File: src/design/wsh_pkg.sv
// shared types and constants for the websocket header parser
`timescale 1ns / 1ps

package wsh_pkg;

  typedef enum logic [1:0] {
    PH_FIRST  = 2'd0,
    PH_SECOND = 2'd1,
    PH_EXT    = 2'd2,
    PH_KEY    = 2'd3
  } phase_t;

  localparam logic [6:0] LEN16_CODE  = 7'd126;
  localparam logic [6:0] LEN64_CODE  = 7'd127;
  localparam logic [3:0] HDR_BASE    = 4'd2;
  localparam logic [3:0] EXT16_BYTES = 4'd2;
  localparam logic [3:0] EXT64_BYTES = 4'd8;
  localparam logic [3:0] KEY_BYTES   = 4'd4;
  localparam logic [3:0] EXT64_END   = 4'd10;

  localparam logic [3:0] OP_RSV_LO = 4'h3;
  localparam logic [3:0] OP_RSV_HI = 4'h7;
  localparam logic [3:0] OP_LAST   = 4'hA;

  localparam logic STATUS_OK    = 1'b0;
  localparam logic STATUS_ERROR = 1'b1;

  typedef struct packed {
    logic [3:0]  header_length;
    logic [31:0] mask_key;
    logic [62:0] payload_length;
    logic        is_masked;
    logic [3:0]  frame_opcode;
    logic        final_fragment;
    logic        status;
  } result_t;

endpackage

File: src/design/wsh_in_stage.sv
// input register for raw stream bytes
`timescale 1ns / 1ps

module wsh_in_stage (
  input  logic       clk,
  input  logic       rst,
  input  logic       in_valid,
  output logic       in_ready,
  input  logic [7:0] in_byte,
  input  logic       advance,
  output logic       held_valid,
  output logic [7:0] held_byte
);

  assign in_ready = !held_valid || advance;

  always_ff @(posedge clk) begin
    if (rst) begin
      held_valid <= 1'b0;
    end else if (in_ready) begin
      held_valid <= in_valid;
    end
  end

  always_ff @(posedge clk) begin
    if (in_ready && in_valid) begin
      held_byte <= in_byte;
    end
  end

endmodule

File: src/design/wsh_parser_core.sv
// header field decode and parse state
`timescale 1ns / 1ps

module wsh_parser_core (
  input  logic              clk,
  input  logic              rst,
  input  logic              step,
  input  logic [7:0]        data_byte,
  output logic              emit,
  output wsh_pkg::result_t  res
);

  wsh_pkg::phase_t phase, phase_next;
  logic [3:0]  bytes_seen, bytes_seen_next;
  logic [3:0]  bytes_required, bytes_required_next;
  logic        fin_flag, fin_flag_next;
  logic [3:0]  opcode_held, opcode_held_next;
  logic        mask_flag, mask_flag_next;
  logic [63:0] length_accum, length_accum_next;
  logic [31:0] key_accum, key_accum_next;

  logic [3:0]  op;
  logic [6:0]  len7;
  logic [3:0]  ext_end;
  logic [3:0]  seen_inc;
  logic        done_hdr;
  logic        done_err;
  logic [3:0]  err_len;

  always_ff @(posedge clk) begin
    if (rst) begin
      phase          <= wsh_pkg::PH_FIRST;
      bytes_seen     <= '0;
      bytes_required <= wsh_pkg::HDR_BASE;
      fin_flag       <= 1'b0;
      opcode_held    <= '0;
      mask_flag      <= 1'b0;
      length_accum   <= '0;
      key_accum      <= '0;
    end else if (step) begin
      phase          <= phase_next;
      bytes_seen     <= bytes_seen_next;
      bytes_required <= bytes_required_next;
      fin_flag       <= fin_flag_next;
      opcode_held    <= opcode_held_next;
      mask_flag      <= mask_flag_next;
      length_accum   <= length_accum_next;
      key_accum      <= key_accum_next;
    end
  end

  always_comb begin
    phase_next          = phase;
    bytes_seen_next     = bytes_seen;
    bytes_required_next = bytes_required;
    fin_flag_next       = fin_flag;
    opcode_held_next    = opcode_held;
    mask_flag_next      = mask_flag;
    length_accum_next   = length_accum;
    key_accum_next      = key_accum;
    done_hdr            = 1'b0;
    done_err            = 1'b0;
    err_len             = '0;
    op                  = length_accum[3:0];
    len7                = data_byte[6:0];
    ext_end             = mask_flag ? (bytes_required - wsh_pkg::KEY_BYTES) : bytes_required;
    seen_inc            = bytes_seen + 4'd1;

    case (phase)
      wsh_pkg::PH_FIRST: begin
        length_accum_next = {56'd0, data_byte};
        bytes_seen_next   = 4'd1;
        phase_next        = wsh_pkg::PH_SECOND;
      end
      wsh_pkg::PH_SECOND: begin
        bytes_seen_next = wsh_pkg::HDR_BASE;
        if ((length_accum[6:4] != 3'd0) || (op > wsh_pkg::OP_LAST) ||
            (op inside {[wsh_pkg::OP_RSV_LO:wsh_pkg::OP_RSV_HI]})) begin
          done_err = 1'b1;
          err_len  = wsh_pkg::HDR_BASE;
        end else begin
          fin_flag_next       = length_accum[7];
          opcode_held_next    = op;
          mask_flag_next      = data_byte[7];
          bytes_required_next = wsh_pkg::HDR_BASE;
          if (len7 == wsh_pkg::LEN16_CODE) begin
            bytes_required_next = wsh_pkg::HDR_BASE + wsh_pkg::EXT16_BYTES;
            length_accum_next   = '0;
            phase_next          = wsh_pkg::PH_EXT;
          end else if (len7 == wsh_pkg::LEN64_CODE) begin
            bytes_required_next = wsh_pkg::HDR_BASE + wsh_pkg::EXT64_BYTES;
            length_accum_next   = '0;
            phase_next          = wsh_pkg::PH_EXT;
          end else begin
            length_accum_next = {57'd0, len7};
            phase_next        = wsh_pkg::PH_KEY;
          end
          if (data_byte[7]) begin
            bytes_required_next = bytes_required_next + wsh_pkg::KEY_BYTES;
          end
          done_hdr = (bytes_required_next <= wsh_pkg::HDR_BASE);
        end
      end
      wsh_pkg::PH_EXT: begin
        length_accum_next = {length_accum[55:0], data_byte};
        bytes_seen_next   = seen_inc;
        if (seen_inc >= ext_end) begin
          if ((ext_end == wsh_pkg::EXT64_END) && length_accum_next[63]) begin
            done_err = 1'b1;
            err_len  = seen_inc;
          end else begin
            phase_next = wsh_pkg::PH_KEY;
            done_hdr   = (seen_inc >= bytes_required);
          end
        end
      end
      wsh_pkg::PH_KEY: begin
        key_accum_next  = {key_accum[23:0], data_byte};
        bytes_seen_next = seen_inc;
        done_hdr        = (seen_inc >= bytes_required);
      end
      default: begin
        phase_next = wsh_pkg::PH_FIRST;
      end
    endcase

    res = '0;
    if (done_err) begin
      res.status        = wsh_pkg::STATUS_ERROR;
      res.header_length = err_len;
    end else begin
      res.status         = wsh_pkg::STATUS_OK;
      res.final_fragment = fin_flag_next;
      res.frame_opcode   = opcode_held_next;
      res.is_masked      = mask_flag_next;
      res.payload_length = length_accum_next[62:0];
      res.mask_key       = mask_flag_next ? key_accum_next : 32'd0;
      res.header_length  = bytes_seen_next;
    end

    // a finished header or an error starts the next frame from scratch
    if (done_err || done_hdr) begin
      phase_next          = wsh_pkg::PH_FIRST;
      bytes_seen_next     = '0;
      bytes_required_next = wsh_pkg::HDR_BASE;
      fin_flag_next       = 1'b0;
      opcode_held_next    = '0;
      mask_flag_next      = 1'b0;
      length_accum_next   = '0;
      key_accum_next      = '0;
    end
  end

  assign emit = done_err || done_hdr;

  a_no_result_on_first_byte: assert property (@(posedge clk) disable iff (rst)
    (phase == wsh_pkg::PH_FIRST) |-> !emit)
    else $error("result raised on first header byte");

  a_header_length_range: assert property (@(posedge clk) disable iff (rst)
    (step && emit) |-> (res.header_length >= wsh_pkg::HDR_BASE))
    else $error("header length below minimum");

  a_error_fields_clear: assert property (@(posedge clk) disable iff (rst)
    (emit && res.status) |-> (res.payload_length == '0 && res.mask_key == '0 &&
                              res.frame_opcode == '0 && !res.is_masked))
    else $error("error result carries header fields");

  a_restart_after_result: assert property (@(posedge clk) disable iff (rst)
    (step && emit) |=> (phase == wsh_pkg::PH_FIRST && key_accum == '0))
    else $error("parser did not restart after result");

endmodule

File: src/design/wsh_out_stage.sv
// result register on the output stream
`timescale 1ns / 1ps

module wsh_out_stage (
  input  logic              clk,
  input  logic              rst,
  input  logic              load,
  input  logic              load_valid,
  input  wsh_pkg::result_t  load_res,
  output logic              out_valid,
  input  logic              out_ready,
  output logic              advance,
  output wsh_pkg::result_t  out_res
);

  assign advance = !out_valid || out_ready;

  always_ff @(posedge clk) begin
    if (rst) begin
      out_valid <= 1'b0;
    end else if (advance) begin
      out_valid <= load && load_valid;
    end
  end

  always_ff @(posedge clk) begin
    if (advance && load && load_valid) begin
      out_res <= load_res;
    end
  end

endmodule

File: src/design/websocket_header_parser.sv
// websocket frame header parser, one stream byte per transfer
// a result is loaded into the result register once the byte that completes it leaves the input register
// throughput: one byte per cycle while the output accepts results, set by the combinational
// parse step between the input register and the result register
// reset: synchronous, clears both valid flags and returns the parser to the first byte
`timescale 1ns / 1ps

module websocket_header_parser (
  input  logic          clk,
  input  logic          rst,
  input  logic          s_axis_tvalid,
  output logic          s_axis_tready,
  input  logic [7:0]    s_axis_tdata,   // data_byte
  output logic          m_axis_tvalid,
  input  logic          m_axis_tready,
  output logic [111:0]  m_axis_tdata,   // final_fragment, frame_opcode, is_masked,
                                        // payload_length, mask_key, header_length
  output logic          m_axis_tuser    // status
);

  logic             advance;
  logic             held_valid;
  logic [7:0]       held_byte;
  logic             emit;
  wsh_pkg::result_t core_res;
  wsh_pkg::result_t out_res;

  wsh_in_stage u_in (
    .clk        (clk),
    .rst        (rst),
    .in_valid   (s_axis_tvalid),
    .in_ready   (s_axis_tready),
    .in_byte    (s_axis_tdata),
    .advance    (advance),
    .held_valid (held_valid),
    .held_byte  (held_byte)
  );

  wsh_parser_core u_core (
    .clk       (clk),
    .rst       (rst),
    .step      (held_valid && advance),
    .data_byte (held_byte),
    .emit      (emit),
    .res       (core_res)
  );

  wsh_out_stage u_out (
    .clk        (clk),
    .rst        (rst),
    .load       (held_valid),
    .load_valid (emit),
    .load_res   (core_res),
    .out_valid  (m_axis_tvalid),
    .out_ready  (m_axis_tready),
    .advance    (advance),
    .out_res    (out_res)
  );

  assign m_axis_tuser = out_res.status;
  assign m_axis_tdata = {7'd0, out_res.header_length, out_res.mask_key,
                         out_res.payload_length, out_res.is_masked,
                         out_res.frame_opcode, out_res.final_fragment};

endmodule

File: config.mk
export PLATFORM = sky130hd
export DESIGN_NAME = websocket_header_parser
export DESIGN_NICKNAME = d
export VERILOG_FILES = /design/src/design/wsh_pkg.sv /design/src/design/wsh_in_stage.sv /design/src/design/wsh_parser_core.sv /design/src/design/wsh_out_stage.sv /design/src/design/websocket_header_parser.sv
export SDC_FILE = /design/constraint.sdc
export NUM_CORES = 1
export LEC_CHECK = 0
export BUFFER_PORTS_ARGS = -buffer_cell sky130_fd_sc_hd__buf_4
export CORE_UTILIZATION = 61
export CTS_CLUSTER_SIZE = 28
export DETAILED_ROUTE_END_ITERATION = 7
export PLACE_DENSITY = 0.92
export SYNTH_ARGS = -nofsm -noshare
export SYNTH_HDL_FRONTEND = slang
export SYNTH_SLANG_ARGS = --single-unit
File: constraint.sdc
create_clock -name clk -period 11.1 [get_ports clk]
set_clock_uncertainty 0.1 [all_clocks]
set_input_delay 0.555 -clock clk [delete_from_list [all_inputs] [get_ports clk]]
set_output_delay 0.555 -clock clk [all_outputs]
set_load 0.01 [all_outputs]
After elaboration in Yosys (flattened, before gate mapping)
Index checks and enable logic that the tools add are counted.
{"block": "op_classes", "magnitude_cmp": 6, "eq_ne": 10, "n_mux": 50, "bitwise_logic": 1, "addsub": 3, "n_reduce_logical": 21}
{"cell": "63-bit case mux with 3 select lines", "count": 1}
{"cell": "63-bit 2-to-1 mux", "count": 2}
{"cell": "4-bit 2-to-1 mux", "count": 18}
{"cell": "32-bit 2-to-1 mux", "count": 2}
{"cell": "7-bit equality test (second input constant)", "count": 2}
{"cell": "1-bit 2-to-1 mux", "count": 14}
{"cell": "7-bit 2-to-1 mux", "count": 2}
{"cell": "2-bit 2-to-1 mux", "count": 6}
{"cell": "4-bit case mux with 3 select lines", "count": 1}
{"cell": "4-bit >= comparator", "count": 2}
{"cell": "4-bit case mux with 2 select lines", "count": 1}
{"cell": "1-bit logical AND", "count": 6}
{"cell": "3-bit by 2-bit != test with 1-bit output (second input constant)", "count": 2}
{"cell": "2-bit case mux with 3 select lines", "count": 1}
{"cell": "1-bit logical OR", "count": 5}
{"cell": "5-bit AND reduction", "count": 1}
{"cell": "4-bit by 1-bit adder with 4-bit output (second input constant)", "count": 1}
{"cell": "4-bit by 3-bit adder with 4-bit output (second input constant)", "count": 1}
{"cell": "2-bit equality test (second input constant)", "count": 2}
{"cell": "4-bit equality test (second input constant)", "count": 1}
{"cell": "4-bit by 2-bit >= comparator with 1-bit output (second input constant)", "count": 1}
{"cell": "4-bit > comparator (second input constant)", "count": 1}
{"cell": "4-bit by 2-bit less-or-equal comparator with 1-bit output (second input constant)", "count": 1}
{"cell": "4-bit by 3-bit less-or-equal comparator with 1-bit output (second input constant)", "count": 1}
{"cell": "14 further kinds", "count": 16}
{"block": "totals", "elab_cells": 109, "in_bits": 12, "ff_bits": 227, "output_inout_bits": 115}

Longest topological paths before layout
Gate-level depths: netlist (run 1).
{"block": "depth", "ltp_word": 15, "mapped_depth": 13, "depth_no_buf": 12}

Modules after synthesis
From an unflattened synthesis (run 1), not the netlist that was laid out.
{"block": "hier_totals", "hier_cells": 743, "area_unflattened_um2": 9092.5}
{"mod": "wsh_parser_core", "seq_area_each_um2": 2202.1, "cells_each": 610, "area_per_inst_um2": 5489.0, "instances": 1}
{"mod": "wsh_out_stage", "seq_area_each_um2": 3203.1, "cells_each": 111, "area_per_inst_um2": 3245.6, "instances": 1}
{"mod": "wsh_in_stage", "seq_area_each_um2": 260.2, "cells_each": 13, "area_per_inst_um2": 295.3, "instances": 1}
{"mod": "websocket_header_parser", "seq_area_each_um2": 0.0, "cells_each": 9, "area_per_inst_um2": 62.6, "instances": 1}

Least setup slack after synthesis (run 1)
No wires, ideal clock.
{"block": "synth_path", "path_kind": "flip-flop to flip-flop", "from": "register u_core.bytes_seen[0]", "to": "register u_out.out_res[0] (netlist name)", "synth_period_minus_slack_ns": 4.751, "t_required_ns": 10.538, "arrival_time_ns": 4.190, "setup_ns": 0.462, "path_stages_with_launch": 13, "path_buffers": 1, "path_slack_ns": 6.349, "path_cell_list": "dfxtp_1 > nand3_1 > xor2_1 > inv_1 > ha_1 > o21ai_0 > a31oi_1 > o211a_1 > a21oi_4 > inv_2 > buf_2 > o21ai_0 > inv_1"}
{"block": "synth_between", "elab_chain_cells": 7, "word_cells_on_any_way": 10, "cone_classes": "add/sub: 1; order compare: 2; mux: 5; reduce/logical: 2"}
{"element": "start: declaration", "line": "wsh_parser_core.sv:14", "text": "logic [3:0] bytes_seen, bytes_seen_next;"}
{"element": "start signal: assignment", "line": "wsh_parser_core.sv:42", "text": "bytes_seen <= bytes_seen_next;"}
{"element": "4-bit by 1-bit adder with 4-bit output (*)", "line": "wsh_parser_core.sv:67", "text": "seen_inc = bytes_seen + 4'd1;"}
{"element": "4-bit >= comparator", "line": "wsh_parser_core.sv:113, wsh_parser_core.sv:120"}
{"element": "1-bit 2-to-1 mux", "line": "wsh_parser_core.sv:108", "text": "if ((ext_end == wsh_pkg::EXT64_END) && length_accum_next[63]) begin"}
{"element": "1-bit 2-to-1 mux", "line": "wsh_parser_core.sv:107", "text": "if (seen_inc >= ext_end) begin"}
{"element": "1-bit case mux with 3 select lines", "line": "wsh_parser_core.sv:69", "text": "case (phase)"}
{"element": "1-bit logical OR (*)", "line": "wsh_parser_core.sv:154", "text": "assign emit = done_err || done_hdr;"}
{"element": "1-bit logical AND (*)", "line": "wsh_out_stage.sv:27", "text": "if (advance && load && load_valid) begin"}
Mark *: on every way between the ends. The rest lies on a longest branch, timed or not.
A chain may end at the register's enable or synchronous reset.

Worst setup path in the final report (run 1)
{"block": "layout_path", "from": "register u_in.held_byte[1]", "to": "register u_out.out_res[70] (netlist name)"}
{"block": "layout_between", "elab_chain_cells": 14, "word_cells_on_any_way": 15, "cone_classes": "add/sub: 1; order compare: 1; eq/ne: 2; mux: 9; reduce/logical: 2"}
{"element": "start: declaration", "line": "wsh_in_stage.sv:12", "text": "output logic [7:0] held_byte"}
{"element": "start signal: assignment", "line": "wsh_in_stage.sv:27", "text": "held_byte <= in_byte;"}
{"element": "7-bit equality test", "line": "wsh_parser_core.sv:90", "text": "end else if (len7 == wsh_pkg::LEN64_CODE) begin"}
{"element": "4-bit 2-to-1 mux", "line": "wsh_parser_core.sv:90"}
{"element": "4-bit 2-to-1 mux (*)", "line": "wsh_parser_core.sv:86", "text": "if (len7 == wsh_pkg::LEN16_CODE) begin"}
{"element": "4-bit 2-to-1 mux (*)", "line": "wsh_parser_core.sv:77", "text": "if ((length_accum[6:4] != 3'd0) || (op > wsh_pkg::OP_LAST) ||"}
{"element": "4-bit 2-to-1 mux (*)", "line": "wsh_parser_core.sv:69"}
{"element": "4-bit by 3-bit adder with 4-bit output", "line": "wsh_parser_core.sv:99", "text": "bytes_required_next = bytes_required_next + wsh_pkg::KEY_BYTES;"}
{"element": "4-bit 2-to-1 mux (*)", "line": "wsh_parser_core.sv:98", "text": "if (data_byte[7]) begin"}
{"element": "4-bit 2-to-1 mux (*)", "line": "wsh_parser_core.sv:77"}
{"element": "4-bit 2-to-1 mux (*)", "line": "wsh_parser_core.sv:69"}
{"element": "4-bit by 2-bit less-or-equal comparator with 1-bit output (*)", "line": "wsh_parser_core.sv:101", "text": "done_hdr = (bytes_required_next <= wsh_pkg::HDR_BASE);"}
{"element": "1-bit 2-to-1 mux (*)", "line": "wsh_parser_core.sv:77"}
{"element": "1-bit case mux with 3 select lines (*)", "line": "wsh_parser_core.sv:69"}
{"element": "1-bit logical OR (*)", "line": "wsh_parser_core.sv:154"}
{"element": "1-bit logical AND (*)", "line": "wsh_out_stage.sv:27"}
Mark *: on every way between the ends. The rest lies on a longest branch, timed or not. The select of a mux whose other input is x is not followed.

==> results of run 1 <==
-- through the flow --
stage	hold slack, ns	total power [mW]	cells	worst slack, ns	utilization, %
2_1_floorplan	0.345	0.987	725	6.35	-
3_3_place_gp	0.360	1.01	975	7.11	68.2
3_5_place_dp	0.365	1.01	975	6.93	68.2
4_1_cts	0.124	1.69	1013	6.90	72.7
5_1_grt	0.123	1.73	1013	6.53	72.7
6_report	0.135	1.68	1013	6.86	72.7
-- layer usage --
layer,up-vias,part of all wire (%)
li1,2897,-
met1,3126,41
met2,362,48
met3,63,8.1
met4,0,3.5
met5,-,0
-- state kept, by name (all words and copies together), names as in the netlist --
signal                 count
u_core.fin_flag            1
u_out.out_res            106
u_core.bytes_required      3
u_core.opcode_held         4
u_out.out_valid            1
u_core.mask_flag           1
u_core.key_accum          32
u_core.bytes_seen          4
u_in.held_valid            1
u_core.phase               2
u_core.length_accum       63
u_in.held_byte             8
-- synthesized netlist by cell type, drive strengths merged, types with 2 or more instances --
cell	number	area, sq um
a22o	101	886
and3	4	25.0
o32ai	3	41.3
dfxtp	112	2240
o21ai	10	50.1
nor4bb	2	20.0
a21boi	3	22.5
o221ai	2	23.8
a31o	3	35.0
nand2	13	48.8
nor3	3	15.0
a32oi	3	26.3
xnor2	2	17.5
nor4	2	27.5
nand4	2	12.5
a22oi	56	420
and2	3	18.8
a21oi	20	111
mux2i	37	370
nor2	104	390
inv	18	67.6
or4	2	18.8
and4	2	20.0
xor2	2	17.5
nand3	8	40.0
edfxtp	114	3420
a211o	2	17.5
ha	12	150
or2	4	25.0
buf	28	215
clkbuf	30	113
-- area by class of cell --
class | instances | area share, %
clock buffer | 27 | 5.30
clock inverter | 11 | 0.868
inverter | 18 | 0.666
multi-input combinational | 423 | 28.3
sequential | 226 | 53.8
tap | 184 | 2.19
timing repair buffer | 124 | 8.84
-- path summary, 6_finish.rpt --
path	startpoint	slack [ns]	end
worst min register to register	u_core.bytes_seen[3]$_SDFFE_PP0P_	0.38	u_core.bytes_seen[3]$_SDFFE_PP0P_
worst min-delay path	s_axis_tdata[7]	0.13	u_in.held_byte[7]$_DFFE_PP_
worst max register to register	u_in.held_byte[1]$_DFFE_PP_	6.86	u_out.out_res[70]$_SDFFCE_PP0P_
worst max-delay path	u_in.held_byte[1]$_DFFE_PP_	6.86	u_out.out_res[70]$_SDFFCE_PP0P_
-- logic make-up after synthesis --
| kind of cell | Yosys count | synth area share [%] |
|---|---|---|
| adder cells (fa/ha/maj) | 12 | 1.67 |
| other | 1 | 0.0417 |
| XOR/XNOR | 4 | 0.389 |
| buffers and inverters | 76 | 4.39 |
| multiplexers | 37 | 4.11 |
| AND/OR/NAND/NOR | 154 | 7.78 |
| flip-flops | 226 | 62.9 |
| AO/OA/AOI/OAI | 209 | 18.7 |
-- power by group through the flow --
stage | sequential, mW | clock, mW | combinational [mW]
final | 0.897 | 0.685 | 0.101
after global routing | 0.897 | 0.721 | 0.108
after CTS | 0.896 | 0.692 | 0.0987
after detailed placement | 0.914 | 0 | 0.0962
after global placement | 0.913 | 0 | 0.0967
after floorplan | 0.911 | 0 | 0.0762
-- worst max-delay path, stage by stage (launching register included) --
cell and delay (ns):
edfxtp_1 0.45, nand4_1 0.15, or2_2 0.36, nor2_1 0.14
inv_1 0.06, ha_1 0.29, nor4_1 0.37, o221ai_2 0.19
a21oi_1 0.28, o21ai_0 0.21, inv_4 0.45, buf_4 0.75
==> results by group, run 1 <==
Clock tree
  • Num CTS Buffers: 21
  • CTS tree: done
  • Clk buf depth: 3
  • Clock Tree Root: clkbuf_16
  • Worst-path clk slew: 0.07 ns
  • Postcts setup bufs: 0
  • H-tree depth: 1
  • Num Clock Sinks: 226
  • Hold-fix buffers, CTS: 0
  • Skew-Pair Late Insertion Delay: 0.50 ns
  • Post_cts resized: 0

Finish
  • Fin area: 10500 sq um
  • Share of layout cells above drive strength 1: 21.0%
  • Commonest non-fill, non-tap cell in the layout: buf_4
  • Fin nets: 838
  • Diodes inserted: 0
  • Multi-input logic area: 2980 sq um
  • Commonest non-fill, non-tap cells in the layout: buf_4, edfxtp_1, dfxtp_1, nor2_1, a22o_1
  • Fillers: 922
  • Layout area overhead: 16.9%
  • Register Area: 5670 sq um

Placed design
  • DPL Wire Length: 12400 um
  • # port buffers: 119
  • Final GP Congestion: 0.927
  • Cell Area, Placed: 9880 sq um

Global routing
  • Number of global-route vias before repair: 5915
  • Met3 Usage GRT: 4.57%
  • GRT overflow: 0
  • Met2 usage: 43.4%
  • First-pass GRT wire length: 32000 um
  • GRT busiest layer: met2
  • Initial antenna violation count: 0
  • GR Util met1: 37.2%
  • Largest net degree at the start of global routing: 73
  • Gr usage total: 27.4%

Power and ir drop
  • Peak supply drop: 128 uV
  • Internal power: 1.29 mW
  • Sw power: 0.389 mW
  • Net Sw Frac: 23.1%
  • LEAKAGE: 3.96 nW
  • Logic pwr share: 6.0%
  • Sequential Power Share: 53.3%
  • Power Density: 160 nW/um^2
  • Clock share of power: 40.7%

STA
  • Setup TNS: 0 ns
  • Endpoints failing setup: 0
  • Fin crit share: 38.2%
  • Fmax: 236 MHz
  • Worst slew margin relative to its limit: 15.1%
  • Slew Viols, Final: 0
  • Final hold violation count: 0
  • RSZ-0062 raised after global routing: no
  • Period minus WS final: 4.24 ns
  • Slew at the pin closest to its max-slew limit: 1.27 ns

Route
  • Antenna-violating nets left: 0
  • Via density per instance: 6.37
  • Initial DRC count: 745
  • First drt pass iteration count: 7
  • Total number of vias: 6448
  • # DRC: 0
  • Routed WL per cell: 20.4 um
  • Final WL: 20700 um

Floorplanning
  • Die width: 123 um
  • Initial Utilization: 62.2%
  • Core area: 14500 sq um
  • # IOs: 127
  • Num rows: 44
  • DIE HEIGHT: 123 um
  • Die area: 15200 sq um

Synth
  • Asr flop ratio synth: 0%
  • Mapped cell area: 9000 sq um
  • Register area share after synthesis: 62.9%
  • Top_reg_cell synth: edfxtp_1
  • Unique masters post-synth: 57
  • Mapped Cells: 719
  • Number of synthesized flops with an enable pin: 114
  • Yosys reg bits: 226
  • Mean Syn Cell Area: 12.5 sq um
  • Synth warn: 0

Hold path
  • Hold path depth: 1
  • Min-delay worst type: in -> reg

Worst setup path
  • Critical Path Sink Type: register
  • CP Data Required Time: 11.13 ns
  • Worst setup path class: reg -> reg
  • Worst r2r path cells: 11
  • Critical Path Source Type: register
  • CP Max Fanout: 65
  • Critical Path AT: 4.27 ns

Status
  • Status: complete, no violations

Flow run
  • Max-cap viol count: 0
No activity file was read; power rests on OpenSTA's default activity.
==> run 2: changes to the inputs <==
--- a/config.mk
+++ b/config.mk
@@ -6,10 +6,10 @@
 export NUM_CORES = 1
 export LEC_CHECK = 0
 export BUFFER_PORTS_ARGS = -buffer_cell sky130_fd_sc_hd__buf_4
-export CORE_UTILIZATION = 61
+export CORE_UTILIZATION = 57
 export CTS_CLUSTER_SIZE = 28
 export DETAILED_ROUTE_END_ITERATION = 7
-export PLACE_DENSITY = 0.92
+export PLACE_DENSITY = 0.87
 export SYNTH_ARGS = -nofsm -noshare
 export SYNTH_HDL_FRONTEND = slang
 export SYNTH_SLANG_ARGS = --single-unit
==> constraint.sdc (replaced) <==
create_clock -name clk -period 4 [get_ports clk]
set_clock_uncertainty 0.1 [all_clocks]
set_input_delay 0.2 -clock clk [delete_from_list [all_inputs] [get_ports clk]]
set_output_delay 0.2 -clock clk [all_outputs]
set_load 0.01 [all_outputs]
==> results by group, run 2 (synthesis gave the netlist of run 1 again) <==
Clock tree
  • Num Clock Sinks: 226
  • Clk buf depth: 3
  • H-tree depth: 1
  • Skew-Pair Late Insertion Delay: 0.48 ns
  • Worst-path clk slew: 0.06 ns
  • Post_cts resized: 0
  • Num CTS Buffers: 21
  • Postcts setup bufs: 0
  • CTS tree: done
  • Clock Tree Root: clkbuf_16
  • Hold-fix buffers, CTS: 12

Worst setup path
  • FF-to-FF Start: u_in.held_byte[6]$_DFFE_PP_
  • Critical Path Source Type: register
  • CP Max Fanout: 88
  • Critical Path AT: 3.56 ns
  • Slowest cell delay on critical path: 0.42 ns
  • CP Data Required Time: 4.02 ns
  • Critical path cell sequence: nand4_1 > or2_2 > nor2_1 > inv_1 > ha_1 > nor4_1 > o221ai_2 > a21oi_1 > o21ai_4 > clkinvlp_4 > buf_12
  • Critical path launch point: u_in.held_byte[6]$_DFFE_PP_
  • Worst flop-to-flop path endpoint: u_out.out_res[80]$_SDFFCE_PP0P_
  • WP buf/inv: 3
  • Critical path's slowest cell: edfxtp_1
  • Worst setup path class: reg -> reg
  • Critical Path Sink Type: register
  • Worst reg-to-reg setup slack: 0.46 ns
  • Top cell family by delay on the critical path: simple AND/OR/NAND/NOR gates
  • Worst r2r path cells: 11

Hold path
  • Hold path depth: 2
  • Min-delay worst type: in -> reg
  • Worst hold path endpoint: u_in.held_byte[4]$_DFFE_PP_
  • Hold Path Origin: s_axis_tdata[4]

Route
  • # DRC: 0
  • Antenna-violating nets left: 0
  • First drt pass iteration count: 5
  • Initial DRC count: 801
  • Final WL: 20700 um
  • Total number of vias: 6499
  • Routed WL per cell: 19.6 um
  • Via density per instance: 6.15

Finish
  • Final std cells w/o fill: 1056
  • Biggest regs: u_out.out_res: 106 flops, u_core.length_accum: 63 flops, u_core.key_accum: 32 flops
  • Commonest non-fill, non-tap cells in the layout: buf_4, edfxtp_1, dfxtp_1, nor2_1, a22o_1
  • Largest register FFs: 106
  • Util after Layout: 70.8%
  • Commonest non-fill, non-tap cell in the layout: buf_4
  • Fin nets: 855
  • Fillers: 1032
  • Layout area overhead: 20.4%
  • Diodes inserted: 0
  • Share of layout cells above drive strength 1: 22.6%
  • Largest Register: u_out.out_res

Power and ir drop
  • Logic pwr share: 6.1%
  • LEAKAGE: 4.07 nW
  • Power Density: 444 nW/um^2
  • Clock share of power: 42.2%
  • Peak supply drop: 272 uV
  • Sequential Power Share: 51.7%
  • Net Sw Frac: 22.1%
  • Sw power: 1.06 mW
  • Internal power: 3.75 mW

Global routing
  • Met2 usage: 39.9%
  • GR Util met1: 34.5%
  • Largest net degree at the start of global routing: 89
  • Initial antenna violation count: 0
  • GRT overflow: 0
  • Number of global-route vias before repair: 6020
  • Gr usage total: 24.7%
  • GRT busiest layer: met2
  • Met3 Usage GRT: 3.01%
  • First-pass GRT wire length: 31900 um

STA
  • Fin crit share: 88.5%
  • Endpoints failing setup: 0
  • Setup TNS: 0 ns
  • Slew Viols, Final: 0
  • Fmax: 283 MHz
  • Final hold violation count: 0
  • Period minus WS final: 3.54 ns
  • Slew at the pin closest to its max-slew limit: 1.08 ns
  • RSZ-0062 raised after global routing: no
  • Worst slew margin relative to its limit: 28.1%

Floorplanning
  • Num rows: 45
  • DIE HEIGHT: 128 um
  • Die width: 128 um
  • Core area: 15300 sq um
  • # IOs: 127
  • Initial Utilization: 58.8%
  • Die area: 16300 sq um

Placed design
  • # port buffers: 119
  • Final GP Congestion: 0.860
  • DPL Wire Length: 13100 um
  • Placed insts: 1007

Status
  • Status: complete, no violations

Flow run
  • Max-cap viol count: 0
[run 2: changes by cell type in the layout (fill, tap and decap cells not counted), moves of 2 or more]
cell           delta
buf_4             +4
bufinv_16         +2
clkbuf_1          -3
clkinv_1          -2
clkinv_2          +2
dfxtp_1           -3
dfxtp_4           +2
dlygate4sd3_1    +12
o21ai_0           -2
xor2_1            -2
xor2_2            +2
[run 2: routing by layer]
| metal | wire length (um) | vias to the layer above |
|---|---|---|
| met5 | 0 | - |
| met4 | 595 | 0 |
| met3 | 1330 | 51 |
| met2 | 10200 | 319 |
| met1 | 8660 | 3206 |
| li1 | - | 2923 |
[run 2: area by class of cell]
cell class | instances | area [sq um] | share of cell area (%)
Inverter | 18 | 71.3 | 0.658
Sequential cell | 226 | 5670 | 52.3
Tap cell | 211 | 264 | 2.44
Clock buffer | 25 | 561 | 5.17
Timing Repair Buffer | 141 | 1100 | 10.2
Multi-Input combinational cell | 423 | 3020 | 27.9
Clock inverter | 12 | 145 | 1.34
[run 2: worst max path at each step]
stage | end | slack (ns) | depth (start not counted)
final | u_out.out_res[80]$_SDFFCE_PP0P_ | 0.46 | 11
after detailed placement | u_out.out_res[69]$_SDFFCE_PN0P_ | 0.61 | 12
after CTS | u_out.out_res[25]$_SDFFCE_PN0P_ | 0.55 | 11
after global placement | u_out.out_res[35]$_SDFFCE_PN0P_ | 0.75 | 12
after global routing | u_out.out_res[25]$_SDFFCE_PN0P_ | 0.27 | 11
after floorplan | u_out.out_res[0]$_DFFE_PP_ | -0.06 | 12
[run 2: power by group through the flow]
| stage | clock network, mW | logic, mW | registers, mW |
|---|---|---|---|
| finish | 2.03 | 0.296 | 2.49 |
| global route | 2.13 | 0.319 | 2.49 |
| CTS | 2.04 | 0.290 | 2.48 |
| detailed placement | 0 | 0.277 | 2.54 |
| global placement | 0 | 0.273 | 2.53 |
| floorplan | 0 | 0.214 | 2.53 |
[run 2: through the flow]
| stage | power [mW] | area (sq um) | hold WS (ns) | setup WS [ns] |
|---|---|---|---|---|
| after detailed placement | 2.81 | 10000 | 0.281 | 0.614 |
| after global placement | 2.81 | 10000 | 0.281 | 0.747 |
| after floorplan | 2.74 | 9090 | 0.199 | -0.0610 |
| final | 4.81 | 10800 | 0.342 | 0.461 |
| after global routing | 4.94 | 10800 | 0.347 | 0.274 |
| after CTS | 4.82 | 10800 | 0.330 | 0.546 |
[run 2: worst reg2reg max path: stages (launching register included)]
cell        delay, ns
edfxtp_1         0.42
nand4_1          0.15
or2_2            0.36
nor2_1           0.16
inv_1            0.06
ha_1             0.29
nor4_1           0.38
o221ai_2         0.19
a21oi_1          0.39
o21ai_4          0.12
clkinvlp_4       0.12
buf_12           0.33
==> run 3: changes to the inputs <==
--- a/config.mk
+++ b/config.mk
@@ -7,6 +7,7 @@
 export LEC_CHECK = 0
 export BUFFER_PORTS_ARGS = -buffer_cell sky130_fd_sc_hd__buf_4
 export CORE_UTILIZATION = 57
+export CTS_BUF_LIST = sky130_fd_sc_hd__clkbuf_16
 export CTS_CLUSTER_SIZE = 28
 export DETAILED_ROUTE_END_ITERATION = 7
 export PLACE_DENSITY = 0.87
==> results by group, run 3 (synthesis gave the netlist of run 1 again) <==
Status
  • Status: complete, no violations

Clock tree
  • Worst-path clk slew: 0.06 ns
  • Skew-Pair Late Insertion Delay: 0.48 ns
  • CTS tree: done
  • Num Clock Sinks: 226
  • Postcts setup bufs: 0
  • Clk buf depth: 3
  • Num CTS Buffers: 21
  • H-tree depth: 1
  • Clock Tree Root: clkbuf_16

Power and ir drop
  • Logic pwr share: 6.2%
  • Power Density: 441 nW/um^2
  • Sequential Power Share: 52.2%
  • Sw power: 1.06 mW
  • Net Sw Frac: 22.3%
  • Peak supply drop: 274 uV
  • LEAKAGE: 4.06 nW
  • Clock share of power: 41.6%
  • Internal power: 3.70 mW

Floorplanning
  • # IOs: 127
  • Core area: 15300 sq um
  • Die area: 16300 sq um
  • Die width: 128 um
  • Initial Utilization: 58.8%
  • DIE HEIGHT: 128 um
  • Num rows: 45

Worst setup path
  • Worst setup path class: reg -> reg
  • Critical Path Sink Type: register
  • CP Data Required Time: 4.02 ns
  • CP Max Fanout: 88
  • Critical Path Source Type: register
  • Critical Path AT: 3.56 ns

Finish
  • Commonest non-fill, non-tap cell in the layout: buf_4
  • Share of layout cells above drive strength 1: 22.4%
  • Biggest regs: u_out.out_res: 106 flops, u_core.length_accum: 63 flops, u_core.key_accum: 32 flops
  • Fin area: 10800 sq um
  • Layout area overhead: 20.2%
  • Diodes inserted: 0
  • Commonest non-fill, non-tap cells in the layout: buf_4, edfxtp_1, dfxtp_1, nor2_1, a22o_1
  • Fin nets: 855
  • Largest Register: u_out.out_res
  • Largest register FFs: 106
  • Final std cells w/o fill: 1056

STA
  • Fin crit share: 88.5%
  • Final hold violation count: 0
  • Setup TNS: 0 ns
  • Period minus WS final: 3.54 ns
  • RSZ-0062 raised after global routing: no
  • Worst slew margin relative to its limit: 30.0%
  • Endpoints failing setup: 0
  • Slew Viols, Final: 0
  • Slew at the pin closest to its max-slew limit: 1.05 ns
  • Fmax: 283 MHz

Placed design
  • Final GP Congestion: 0.860
  • Cell Area, Placed: 10000 sq um
  • # port buffers: 119
  • DPL Wire Length: 13100 um
  • Placed insts: 1007

Hold path
  • Min-delay worst type: in -> reg

Route
  • Total number of vias: 6442
  • Final WL: 20700 um
  • Antenna-violating nets left: 0
  • First drt pass iteration count: 5
  • Routed WL per cell: 19.6 um
  • # DRC: 0
  • Via density per instance: 6.10
  • Initial DRC count: 756

Global routing
  • Gr usage total: 24.6%
  • Largest net degree at the start of global routing: 89
  • Initial antenna violation count: 0
  • Number of global-route vias before repair: 6023
  • GRT overflow: 0
  • First-pass GRT wire length: 31800 um

Flow run
  • Max-cap viol count: 0
run 3: changes by cell type in the layout (fill, tap and decap cells not counted):
cell      delta
clkbuf_1     -2
clkbuf_8     -2
clkinv_1     +2
inv_1        +2
run 3: path summary, 6_finish.rpt:
kind / start / to / slack, ns / cells past startpoint
hold reg to reg: u_core.opcode_held[2]$_SDFFE_PP0P_ / u_core.opcode_held[2]$_SDFFE_PP0P_ / 0.37 / 1
setup reg to reg: u_in.held_byte[6]$_DFFE_PP_ / u_out.out_res[14]$_SDFFCE_PN0P_ / 0.46 / 11
setup / recovery: u_in.held_byte[6]$_DFFE_PP_ / u_out.out_res[14]$_SDFFCE_PN0P_ / 0.46 / 11
hold / removal: s_axis_tdata[4] / u_in.held_byte[4]$_DFFE_PP_ / 0.34 / 2
run 3: critical path: stages (launching register included):
cell        delay (ns)
edfxtp_1          0.42
nand4_1           0.15
or2_2             0.36
nor2_1            0.16
inv_1             0.06
ha_1              0.29
nor4_1            0.37
o221ai_2          0.18
a21oi_1           0.39
o21ai_4           0.12
clkinvlp_4        0.12
buf_12            0.33
run 3: what timing repair did:
action | CTS | global route
endpoints found under the hold margin | 15 | 0
hold buffers | 12 | 0
gates resized for setup | 0 | 0
run 3: area by class of cell:
cell class,count,area [sq um]
sequential,226,5670
tap,211,264
timing repair buffer,141,1100
multi-input combinational,423,3020
clock inverter,16,160
inverter,18,71.3
clock buffer,21,526
fill,1040,4490
run 3: through the flow:
step / setup slack [ns] / utilization, % / power, mW / hold WS (ns)
after floorplan: -0.0610 / - / 2.74 / 0.199
after global placement: 0.747 / 65.4 / 2.81 / 0.281
final: 0.460 / 70.7 / 4.77 / 0.341
after detailed placement: 0.614 / 65.4 / 2.81 / 0.281
after global routing: 0.275 / 70.7 / 4.90 / 0.347
after CTS: 0.549 / 70.7 / 4.78 / 0.330
run 3: power groups by stage:
stage	Clock (mW)	Sequential [mW]	Combinational (mW)
finish	1.98	2.49	0.296
CTS	2.00	2.48	0.290
floorplan	0	2.53	0.214
detailed placement	0	2.54	0.277
global placement	0	2.53	0.273
global route	2.09	2.49	0.319
run 3: per-layer routing:
layer | track usage, % | up-vias | wire length [um]
met5 | 0 | - | 0
met4 | 8.93 | 0 | 586
li1 | - | 2919 | -
met2 | 39.5 | 304 | 10200
met3 | 3.01 | 49 | 1330
met1 | 34.6 | 3170 | 8610
